<file path="src/rtl/pca_pkg.sv">
// ----------------------------------------------------------------------------
// pca_pkg
// Shared types and constants of the palette cost search: field widths,
// configuration bundle, pipeline tag and item function codes.
// ----------------------------------------------------------------------------
`timescale 1ns / 1ps
`default_nettype none

package pca_pkg;

    // field widths fixed by the item and register formats
    localparam int IDX_W   = 8;   // palette index on the ports
    localparam int COUNT_W = 9;   // scan counter, holds 256
    localparam int COEF_W  = 16;  // Q2.14 colour and weight
    localparam int BIAS_W  = 24;  // Q10.14 bookkeeping value
    localparam int TERM_W  = 41;  // one channel term, Q28
    localparam int COST_W  = 48;  // summed cost, Q28
    localparam int CH_NUM  = 4;   // channel fields on the ports

    // item function codes
    localparam logic FUNC_CLASSIFY = 1'b0;
    localparam logic FUNC_LOAD     = 1'b1;

    typedef logic signed [COEF_W-1:0] t_coef;
    typedef logic signed [BIAS_W-1:0] t_bias;
    typedef logic signed [COST_W-1:0] t_cost;

    // configuration register contents
    typedef struct packed {
        logic [COUNT_W-1:0]           colors;
        logic [2:0]                   channels;
        logic [CH_NUM-1:0][COEF_W-1:0] weight;
    } t_cfg;

    // bookkeeping that travels with each palette read
    typedef struct packed {
        logic             valid;
        logic             last;
        logic [IDX_W-1:0] idx;
    } t_tag;

endpackage

`default_nettype wire

</file>
<file path="src/rtl/pca_regs.sv">
// ----------------------------------------------------------------------------
// pca_regs
// Configuration register bank behind an APB-style port: colour count,
// channel count and four centre weights.
// ----------------------------------------------------------------------------
`timescale 1ns / 1ps
`default_nettype none

module pca_regs (
    input  wire logic          i_clk,
    input  wire logic          i_rst_n,
    input  wire logic          psel,
    input  wire logic          penable,
    input  wire logic          pwrite,
    input  wire logic [4:0]    paddr,
    input  wire logic [31:0]   pwdata,
    output logic      [31:0]   prdata,
    output logic               pready,
    output pca_pkg::t_cfg      o_cfg
);
    import pca_pkg::*;

    typedef enum logic [2:0] {
        REG_COLORS   = 3'd0,
        REG_CHANNELS = 3'd1,
        REG_WEIGHT_0 = 3'd2,
        REG_WEIGHT_1 = 3'd3,
        REG_WEIGHT_2 = 3'd4,
        REG_WEIGHT_3 = 3'd5
    } t_reg_idx;

    t_cfg     r_cfg;
    t_reg_idx w_idx;
    logic     w_wr;

    assign w_idx  = t_reg_idx'(paddr[4:2]);
    assign w_wr   = psel & penable & pwrite;
    assign pready = 1'b1;
    assign o_cfg  = r_cfg;

    // register writes
    always_ff @(posedge i_clk) begin
        if (!i_rst_n) begin
            r_cfg.colors   <= COUNT_W'(16);
            r_cfg.channels <= 3'd3;
            r_cfg.weight   <= '0;
        end else if (w_wr) begin
            case (w_idx)
                REG_COLORS:   r_cfg.colors    <= pwdata[COUNT_W-1:0];
                REG_CHANNELS: r_cfg.channels  <= pwdata[2:0];
                REG_WEIGHT_0: r_cfg.weight[0] <= pwdata[COEF_W-1:0];
                REG_WEIGHT_1: r_cfg.weight[1] <= pwdata[COEF_W-1:0];
                REG_WEIGHT_2: r_cfg.weight[2] <= pwdata[COEF_W-1:0];
                REG_WEIGHT_3: r_cfg.weight[3] <= pwdata[COEF_W-1:0];
                default: ;
            endcase
        end
    end

    // read-back mux
    always_comb begin
        case (w_idx)
            REG_COLORS:   prdata = 32'(r_cfg.colors);
            REG_CHANNELS: prdata = 32'(r_cfg.channels);
            REG_WEIGHT_0: prdata = 32'(r_cfg.weight[0]);
            REG_WEIGHT_1: prdata = 32'(r_cfg.weight[1]);
            REG_WEIGHT_2: prdata = 32'(r_cfg.weight[2]);
            REG_WEIGHT_3: prdata = 32'(r_cfg.weight[3]);
            default:      prdata = '0;
        endcase
    end

endmodule

`default_nettype wire

</file>
<file path="config.mk">
export PLATFORM = sky130hd
export DESIGN_NAME = pca_regs
export DESIGN_NICKNAME = d
export VERILOG_FILES = /design/src/rtl/pca_pkg.sv /design/src/rtl/pca_regs.sv
export SDC_FILE = /design/constraint.sdc
export NUM_CORES = 1
export LEC_CHECK = 0
export BUFFER_PORTS_ARGS = -buffer_cell sky130_fd_sc_hd__buf_2
export CAP_MARGIN = 0
export CORE_MARGIN = 8
export CORE_UTILIZATION = 48
export DETAILED_ROUTE_END_ITERATION = 8
export PLACE_DENSITY = 0.8
export SLEW_MARGIN = 20
export SYNTH_ARGS = -nofsm -noshare
export SYNTH_HDL_FRONTEND = slang
export SYNTH_SLANG_ARGS = --single-unit
</file>
<file path="constraint.sdc">
create_clock -name i_clk -period 1.55 [get_ports i_clk]
set_clock_uncertainty 0.05 [all_clocks]
set_input_delay 0.155 -clock i_clk [delete_from_list [all_inputs] [get_ports i_clk]]
set_output_delay 0.155 -clock i_clk [all_outputs]
set_load 0.02 [all_outputs]
</file>
==> results of run 1 <==
-- worst max-delay path, cell delays in order, from the launching register on --
cell	delay [ps]
dfxtp_2	330
mux4_2	450
inv_2	70
o22ai_2	60
buf_6	140
-- metal layers --
metal	GRT usage, %	up-vias
met4	8.126	0
li1	-	1492
met5	0	-
met2	32.24	130
met3	4.496	15
met1	23.67	1466
-- power by group through the flow --
stage / sequential, mW / combinational (mW) / clock (mW)
finish: 1.98 / 0.375 / 1.66
global route: 1.98 / 0.403 / 1.79
detailed placement: 2.02 / 0.361 / 0
global placement: 2.02 / 0.352 / 0
floorplan: 2.04 / 0.247 / 0
CTS: 1.98 / 0.368 / 1.69
-- logic make-up (layout without fill, tap and decap cells) --
kind of cell / count (synthesis) / count (layout)
AND/OR/NAND/NOR: 109 / 109
buffers and inverters: 48 / 165
flip-flops: 76 / 76
other: 2 / 17
AO/OA/AOI/OAI: 33 / 33
multiplexers: 99 / 99
-- path summary, 6_finish.rpt --
check / from / slack (ps) / depth (start not counted) / endpoint
setup / recovery: o_cfg[69]$_SDFFE_PN0P_ / -60 / 4 / prdata[2]
hold / removal: pwdata[4] / 60 / 3 / o_cfg[71]$_SDFFE_PN1P_
setup reg to reg: o_cfg[69]$_SDFFE_PN0P_ / 680 / 4 / o_cfg[69]$_SDFFE_PN0P_
hold reg to reg: o_cfg[17]$_SDFFE_PN0P_ / 410 / 2 / o_cfg[17]$_SDFFE_PN0P_
-- final cells by class --
class | instances | area share (%)
Clock inverter | 4 | 1.617
Sequential cell | 76 | 33.53
Inverter | 6 | 0.4934
Tap cell | 99 | 2.714
Multi-Input combinational cell | 258 | 39.99
Clock buffer | 11 | 3.098
Timing Repair Buffer | 144 | 18.56
-- through the flow --
step / power [mW] / worst slack [ps] / instance area [um^2]
after floorplan: 2.287 / 60.99 / 3602
after global placement: 2.374 / 88.38 / 4257
after detailed placement: 2.383 / 40.96 / 4257
after CTS: 4.031 / -66.04 / 4524
after global routing: 4.168 / -84.92 / 4564
final: 4.013 / -60.51 / 4564
-- cells in the mapped netlist --
master	count	area (um^2)
nand2b_1	2	12.51
a2bb2oi_1	1	8.760
nor3b_1	1	7.510
o211ai_1	1	7.510
and3b_1	1	8.760
buf_2	6	30.03
nand4b_4	1	23.77
nor3_1	1	5.000
dfxtp_1	76	1521
nand2_1	94	352.8
clkbuf_1	13	48.80
o21ai_0	1	5.000
mux2_2	3	33.78
mux2i_1	95	950.9
o31a_1	2	17.52
buf_6	1	11.26
and2_1	1	6.260
buf_4	22	165.2
o221ai_1	6	52.55
inv_1	6	22.52
or3_1	1	6.260
a21oi_1	1	5.000
a211o_1	2	17.52
o22ai_1	10	62.56
a22oi_1	7	52.55
nand4_2	1	12.51
o31ai_1	1	7.510
nor2_4	4	45.04
nor2_1	2	7.510
conb_1	2	7.510
o21a_1	1	7.510
mux4_2	1	22.52
-- timing repair --
item	4_1_cts	5_1_grt
resized for setup	6	11
setup endpoints to repair	2	8
gates cloned	0	0
endpoints found under the hold margin	2	0
setup buffers	3	1
hold buffers	2	0
pin swaps	1	2
==> results.tsv, run 1 <==
metric	value	unit
routed-wl-met3	835	um
fin_hold_ws	57.73	ps
gp_congestion	0.8152	
ys_seq_elements	76	
core_area	7214	um^2
pwr-share-comb	9.3	%
p_clk_share	41.4	%
routed-wl-met2	4917	um
synthMuxAreaShare	28.41	%
seqPwrFrac	49.3	%
violations	negative setup slack	
placed_cells	577	
final_common_cell	buf_2	
firstDrtPassIters	4	
h-tree-depth	3	
critPathRequiredTime	1340	ps
power_leakage	2.069	nW
gr-total-overflow	0	
io_buffers	115	
ir_drop	0.4795	mV
die_height	102.0	um
ios	151	
post-dp-hpwl	7567	um
p_sw	977.3	uW
sw_frac_of_total	24.36	%
fin_util	63.27	%
syn2layout_area_growth	28.72	%
maxCapViolations	0	
grt_pass1_wl	15800	um
syn_area	3546	um^2
cts.root.buffer_cell	clkbuf_8	
critPathArrivalTime	1410	ps
largest_reg_flops	76	
vias	3103	
yosys.area_share.simple	13.76	%
grt_pass1_vias	3079	
dieArea	10390	um^2
p_per_area	879.1	nW/um^2
drt-total-wl	10260	um
hp-class	in2reg	
synth_compound_area_share	6.881	%
diodes	0	
finalSetupTns	-72.03	ps
hold_viol_final	0	
track_usage	19.45	%
drv_slew	0	
fillers	606	
initial_core_util	49.15	%
cts_made_buffers	9	
final_nets	537	
syn-instance-count	367	
first_iter_violations	216	
multiInputGateArea	1826	um^2
period_needed	1611	ps
drive_above_1_share	35.87	%
ant_nets	0	
fin_crit_sh	103.9	%
grt_max_degree	54	
register_area	1530	um^2
critPathKind	reg2out	
clk_latency	340	ps
worst_slack	-60.51	ps
clkTransAtPathRegs	70	ps
cp-start-kind	register	
row_count	31	
status	complete, but fails checks	
final_cell_mix	buf_2 (112), mux2i_1 (95), nand2_1 (94), dfxtp_1 (69), buf_4 (26)	
final_cells	598	
end_kind	output port	
wl_met1	4291	um
internal_power	3.035	mW
route.detailed.drc	0	
top_layer	met4	
cp_max_fo	2	
cts_tree	done	
synth-adder-area-share	0	%
ys_types	32	
clk_path_buf_depth	2	
cts.sinks	76	
max_freq	620.9	MHz
avgSynthCellArea	9.662	um^2
rsz0062_at_grt	true	
antenna_found_initial	0	
synthXorXnorAreaFrac	0	%
vias_per_cell	5.189	
die_w	102.0	um
synth_top_family_by_area	multiplexers	
yosysWarnings	0	
wl_per_cell	17.16	um
finalSetupViolCount	2	
ys_seq_area_share	42.91	%
No activity file was read; power rests on OpenSTA's default activity.
==> inputs of run 2 (changes only) <==
- REMOVE_ABC_BUFFERS: not set -> 1
==> results.tsv, run 2 (same netlist as run 1, synthesis figures left out) <==
metric	value	unit	change
status	complete, but fails checks		
violations	negative setup slack		
critical_path.slowest_cell	mux4_2		
diodes	0		unchanged
grt_pass1_vias	3119		+1.3%
period_needed	1595	ps	-15.07 ps
firstDrtPassIters	4		unchanged
first_iter_violations	107		-50%
drv_slew	0		unchanged
grt_pass1_wl	15360	um	-2.8%
clk_latency	340	ps	about the same
route.detailed.drc	0		unchanged
syn2layout_area_growth	28.55	%	
cts.sinks	76		unchanged
cts_made_buffers	9		unchanged
h-tree-depth	3		unchanged
maxCapViolations	0		unchanged
initial_core_util	49.15	%	unchanged
vias_per_cell	5.204		+0.30%
critPathMaxStageDelay	470	ps	+20 ps
end_kind	output port		
core_area	7214	um^2	unchanged
finalSetupViolCount	3		+1
cts_tree	done		
critPathRequiredTime	1340	ps	about the same
critical_path.top_delay_family	multiplexers		
fin_util	63.18	%	-0.087 points
fillers	654		+7.9%
row_count	31		unchanged
pre_cts_ws	44.00	ps	+3.040 ps
io_buffers	115		unchanged
critPathArrivalTime	1390	ps	-20 ps
ant_nets	0		unchanged
final_nets	537		unchanged
cts.root.buffer_cell	clkbuf_8		
wl_per_cell	16.98	um	-1.1%
power	3.833	mW	-4.5%
critPathKind	reg2out		
cp-start-kind	register		
post-dp-hpwl	7598	um	+0.42%
fin_crit_sh	102.9	%	-0.97 points
path_cells	mux4_2, inv_2, o22ai_2, buf_6		
max_freq	626.8	MHz	+0.94%
grt_max_degree	38		-30%
gr-total-overflow	0		unchanged
cp_max_fo	2		unchanged
power_leakage	2.062	nW	-0.35%
p_per_area	840.9	nW/um^2	-4.3%
finalSetupTns	-72.81	ps	-0.7751 ps
clk_path_buf_depth	2		unchanged
rsz0062_at_grt	true		
worst_slack	-45.44	ps	+15.07 ps
hold_viol_final	0		unchanged
hp-class	in2reg		
final_common_cell	buf_2		
final_cell_mix	buf_2 (113), mux2i_1 (95), nand2_1 (94), dfxtp_1 (69), buf_4 (22)		
drive_above_1_share	34.94	%	-0.93 points
drt-total-wl	10140	um	-1.2%
ios	151		unchanged
dieArea	10390	um^2	unchanged
largest_reg_flops	76		unchanged
die_height	102.0	um	unchanged
die_w	102.0	um	unchanged
gp_congestion	0.8233		+0.99%
critPathBufInv	2		unchanged
vias	3107		+0.13%
antenna_found_initial	0		unchanged
track_usage	19.00	%	-0.46 points
ir_drop	0.4987	mV	+4.0%
clkTransAtPathRegs	70	ps	about the same
==> run 2: changes by cell type in the layout (fill, tap and decap cells not counted), moves of 2 or more <==
cell	delta
buf_4	-4
buf_12	+3
a22oi_1	+2
a22oi_2	-2
==> run 2: timing repair <==
| action | 4_1_cts | 5_1_grt |
|---|---|---|
| gates cloned | 0 | 0 |
| endpoints found under the setup margin | 3 | 4 |
| setup buffers | 1 | 1 |
| gates resized for setup | 10 | 2 |
| pin swaps | 1 | 0 |
| hold endpoints to repair | 2 | 0 |
| hold buffers | 2 | 0 |
==> run 2: area by class of cell <==
cell class                      instances  area, um^2  area share (%)
Clock buffer                           12       155.1           3.404
Clock inverter                          2       35.03          0.7686
Inverter                                6       22.52          0.4941
Multi-Input combinational cell        258        1809           39.69
Sequential cell                        76        1530           33.57
Tap cell                               99       123.9           2.718
Timing Repair Buffer                  144       882.1           19.35
==> run 2: stage by stage <==
stage / hold slack [ps] / cells / instance area (um^2)
floorplan: 193.9 / 340 / 3347
global route: 39.59 / 597 / 4558
CTS: 41.35 / 596 / 4548
detailed placement: 340.8 / 579 / 4309
finish: 56.71 / 597 / 4558
global placement: 336.4 / 579 / 4309
==> run 2: routing by layer <==
layer / share of wire (%) / GRT usage [%]
met1: 41 / 21.15
met2: 49 / 33.50
met3: 8.8 / 5.790
met4: 1.1 / 6.546
met5: 0 / 0
==> run 2: path summary, 6_finish.rpt <==
kind                                              from                     end  slack, ps  depth (start not counted)
worst max-delay path            o_cfg[18]$_SDFFE_PN0P_               prdata[2]        -50                          4
worst min-delay path                         pwdata[4]  o_cfg[71]$_SDFFE_PN1P_         60                          3
worst max register to register  o_cfg[65]$_SDFFE_PN1P_  o_cfg[65]$_SDFFE_PN1P_        690                          2
worst min register to register   o_cfg[2]$_SDFFE_PN0P_   o_cfg[2]$_SDFFE_PN0P_        420                          2
==> run 2: power breakdown <==
group | internal (mW) | total (mW) | switching [mW]
Clock | 0.813 | 1.48 | 0.666
Combinational | 0.130 | 0.377 | 0.247
Sequential | 1.97 | 1.98 | 0.0114
Total | 2.91 | 3.83 | 0.924
==> run 2: worst register-to-register path, cell delays in order, from the launching register on <==
cell,delay [ps]
dfxtp_2,340
o31a_1,100
a211o_1,260
==> inputs of run 3 (changes only) <==
- GPL_TIMING_DRIVEN: not set -> 0
==> results.tsv, run 3 (same netlist as run 1, synthesis figures left out) <==
metric	value	unit	change
critPathBufInv	2		unchanged
die_height	102.0	um	unchanged
first_iter_violations	108		+0.93%
rr_worst_depth	2		unchanged
critPathArrivalTime	1400	ps	about the same
drt-total-wl	9907	um	-2.3%
status	complete, but fails checks		
hold_viol_final	0		unchanged
clk_path_buf_depth	2		unchanged
drv_slew	0		unchanged
final_common_cell	buf_2		
gr-total-overflow	0		unchanged
worst-r2r-setup-slack	700	ps	about the same
final_area	4431	um^2	-2.8%
final_cell_mix	buf_2 (110), mux2i_1 (95), nand2_1 (94), dfxtp_1 (69), conb_1 (17)		
gp_congestion	0.7609		-7.6%
critical_path.top_delay_family	multiplexers		
core_area	7214	um^2	unchanged
cts.root.buffer_cell	clkbuf_8		
grt_pass1_wl	15020	um	-2.2%
critPathMaxStageDelay	460	ps	about the same
critPathKind	reg2out		
post-dp-hpwl	6742	um	-11%
violations	negative setup slack		
cts.sinks	76		unchanged
cp_max_fo	2		unchanged
ir_drop	0.7262	mV	+46%
reg2reg_from	o_cfg[65]$_SDFFE_PN1P_		
max_freq	623.3	MHz	-0.56%
h-tree-depth	3		unchanged
fin_crit_sh	103.5	%	+0.58 points
crit_path_start	o_cfg[18]$_SDFFE_PN0P_		
critPathRequiredTime	1340	ps	about the same
path_cells	mux4_2, inv_2, o22ai_2, buf_6		
cts_made_buffers	9		unchanged
dieArea	10390	um^2	unchanged
drive_above_1_share	34.37	%	-0.57 points
die_w	102.0	um	unchanged
cp_num_cells	4		unchanged
ios	151		unchanged
vias	2985		-3.9%
antenna_found_initial	0		unchanged
worst_slack	-54.46	ps	-9.018 ps
ant_nets	0		unchanged
maxSlewHeadroom	49.18	%	
hp-class	in2reg		
end_kind	output port		
track_usage	18.31	%	-0.69 points
power	3.796	mW	-0.97%
firstDrtPassIters	4		unchanged
largest_reg_flops	76		unchanged
cp-start-kind	register		
diodes	0		unchanged
finalSetupViolCount	3		unchanged
syn2layout_area_growth	24.95	%	
final_nets	520		-3.2%
r2r_end	o_cfg[65]$_SDFFE_PN1P_		
cts_tree	done		
row_count	31		unchanged
wl_per_cell	17.02	um	+0.23%
placed_area	4069	um^2	-5.6%
clk_latency	330	ps	about the same
critical_path.slowest_cell	mux4_2		
p_per_area	856.7	nW/um^2	+1.9%
clkTransAtPathRegs	90	ps	+20 ps
io_buffers	115		unchanged
vias_per_cell	5.129		-1.5%
endpoint	prdata[2]		
initial_core_util	49.15	%	unchanged
maxCapViolations	0		unchanged
route.detailed.drc	0		unchanged
fillers	650		-0.61%
power_leakage	1.985	nW	-3.7%
grt_max_degree	53		+39%
period_needed	1604	ps	+9.018 ps
rsz0062_at_grt	true		
grt_pass1_vias	3049		-2.2%
worstMarginPinSlew	760.5	ps	
fin_util	61.41	%	-1.8 points
-- run 3: cell count changes in the layout (fill, tap and decap cells not counted), moves of 3 or more --
cell	delta
clkinvlp_4	+3
buf_4	-11
buf_12	-4
buf_2	-3
-- run 3: metal layers --
| layer | GRT usage [%] | share of wire (%) | vias up |
|---|---|---|---|
| met3 | 6.267 | 8.8 | 9 |
| met1 | 20.65 | 41 | 1425 |
| met4 | 3.612 | 0.69 | 0 |
| met2 | 32.65 | 49 | 97 |
| li1 | - | - | 1454 |
| met5 | 0 | 0 | - |
-- run 3: metrics by stage --
stage	setup WS, ps	instances	hold WS, ps	setup TNS (ps)
detailed placement	-878.4	555	336.8	-60140
CTS	-61.17	576	48.35	-132.6
finish	-54.46	582	66.89	-105.5
global placement	-843.2	554	336.8	-59030
floorplan	152.9	340	193.9	0
global route	-99.28	582	59.14	-235.4
-- run 3: tightest hold or removal path: stages --
cell and delay [ps]:
buf_2 110, inv_1 50, o211ai_1 80
-- run 3: area by class of cell --
| type | instances | area, um^2 | area share [%] |
|---|---|---|---|
| multi-input combinational | 258 | 1843 | 41.60 |
| sequential | 76 | 1530 | 34.54 |
| timing repair buffer | 127 | 719.4 | 16.24 |
| clock buffer | 9 | 123.9 | 2.796 |
| tap | 99 | 123.9 | 2.796 |
| clock inverter | 7 | 67.56 | 1.525 |
| inverter | 6 | 22.52 | 0.5083 |
-- run 3: what timing repair did --
item / 4_1_cts / 5_1_grt
buffers inserted: 3 / 6
endpoints found under the hold margin: 2 / 0
pin swaps: 1 / 3
gates resized for setup: 16 / 9
hold buffers: 2 / 0
setup endpoints to repair: 92 / 8
-- run 3: how the worst min path moves through the flow --
| stage | end | startpoint | cells past startpoint | slack (ps) |
|---|---|---|---|---|
| 3_3_place_gp | o_cfg[64]$_SDFFE_PN1P_ | pwdata[0] | 2 | 340 |
| 4_1_cts | o_cfg[71]$_SDFFE_PN1P_ | pwdata[4] | 3 | 50 |
| 3_5_place_dp | o_cfg[64]$_SDFFE_PN1P_ | pwdata[0] | 2 | 340 |
| 2_1_floorplan | o_cfg[71]$_SDFFE_PN1P_ | i_rst_n | 1 | 190 |
| 6_report | o_cfg[71]$_SDFFE_PN1P_ | pwdata[4] | 3 | 70 |
| 5_1_grt | o_cfg[71]$_SDFFE_PN1P_ | pwdata[4] | 3 | 60 |
-- run 3: where the power goes --
part | switching (mW) | leakage, nW | total [mW] | internal (mW)
logic | 0.244 | 1.28 | 0.364 | 0.120
registers | 0.0109 | 0.616 | 1.98 | 1.97
clock network | 0.720 | 0.0910 | 1.45 | 0.735
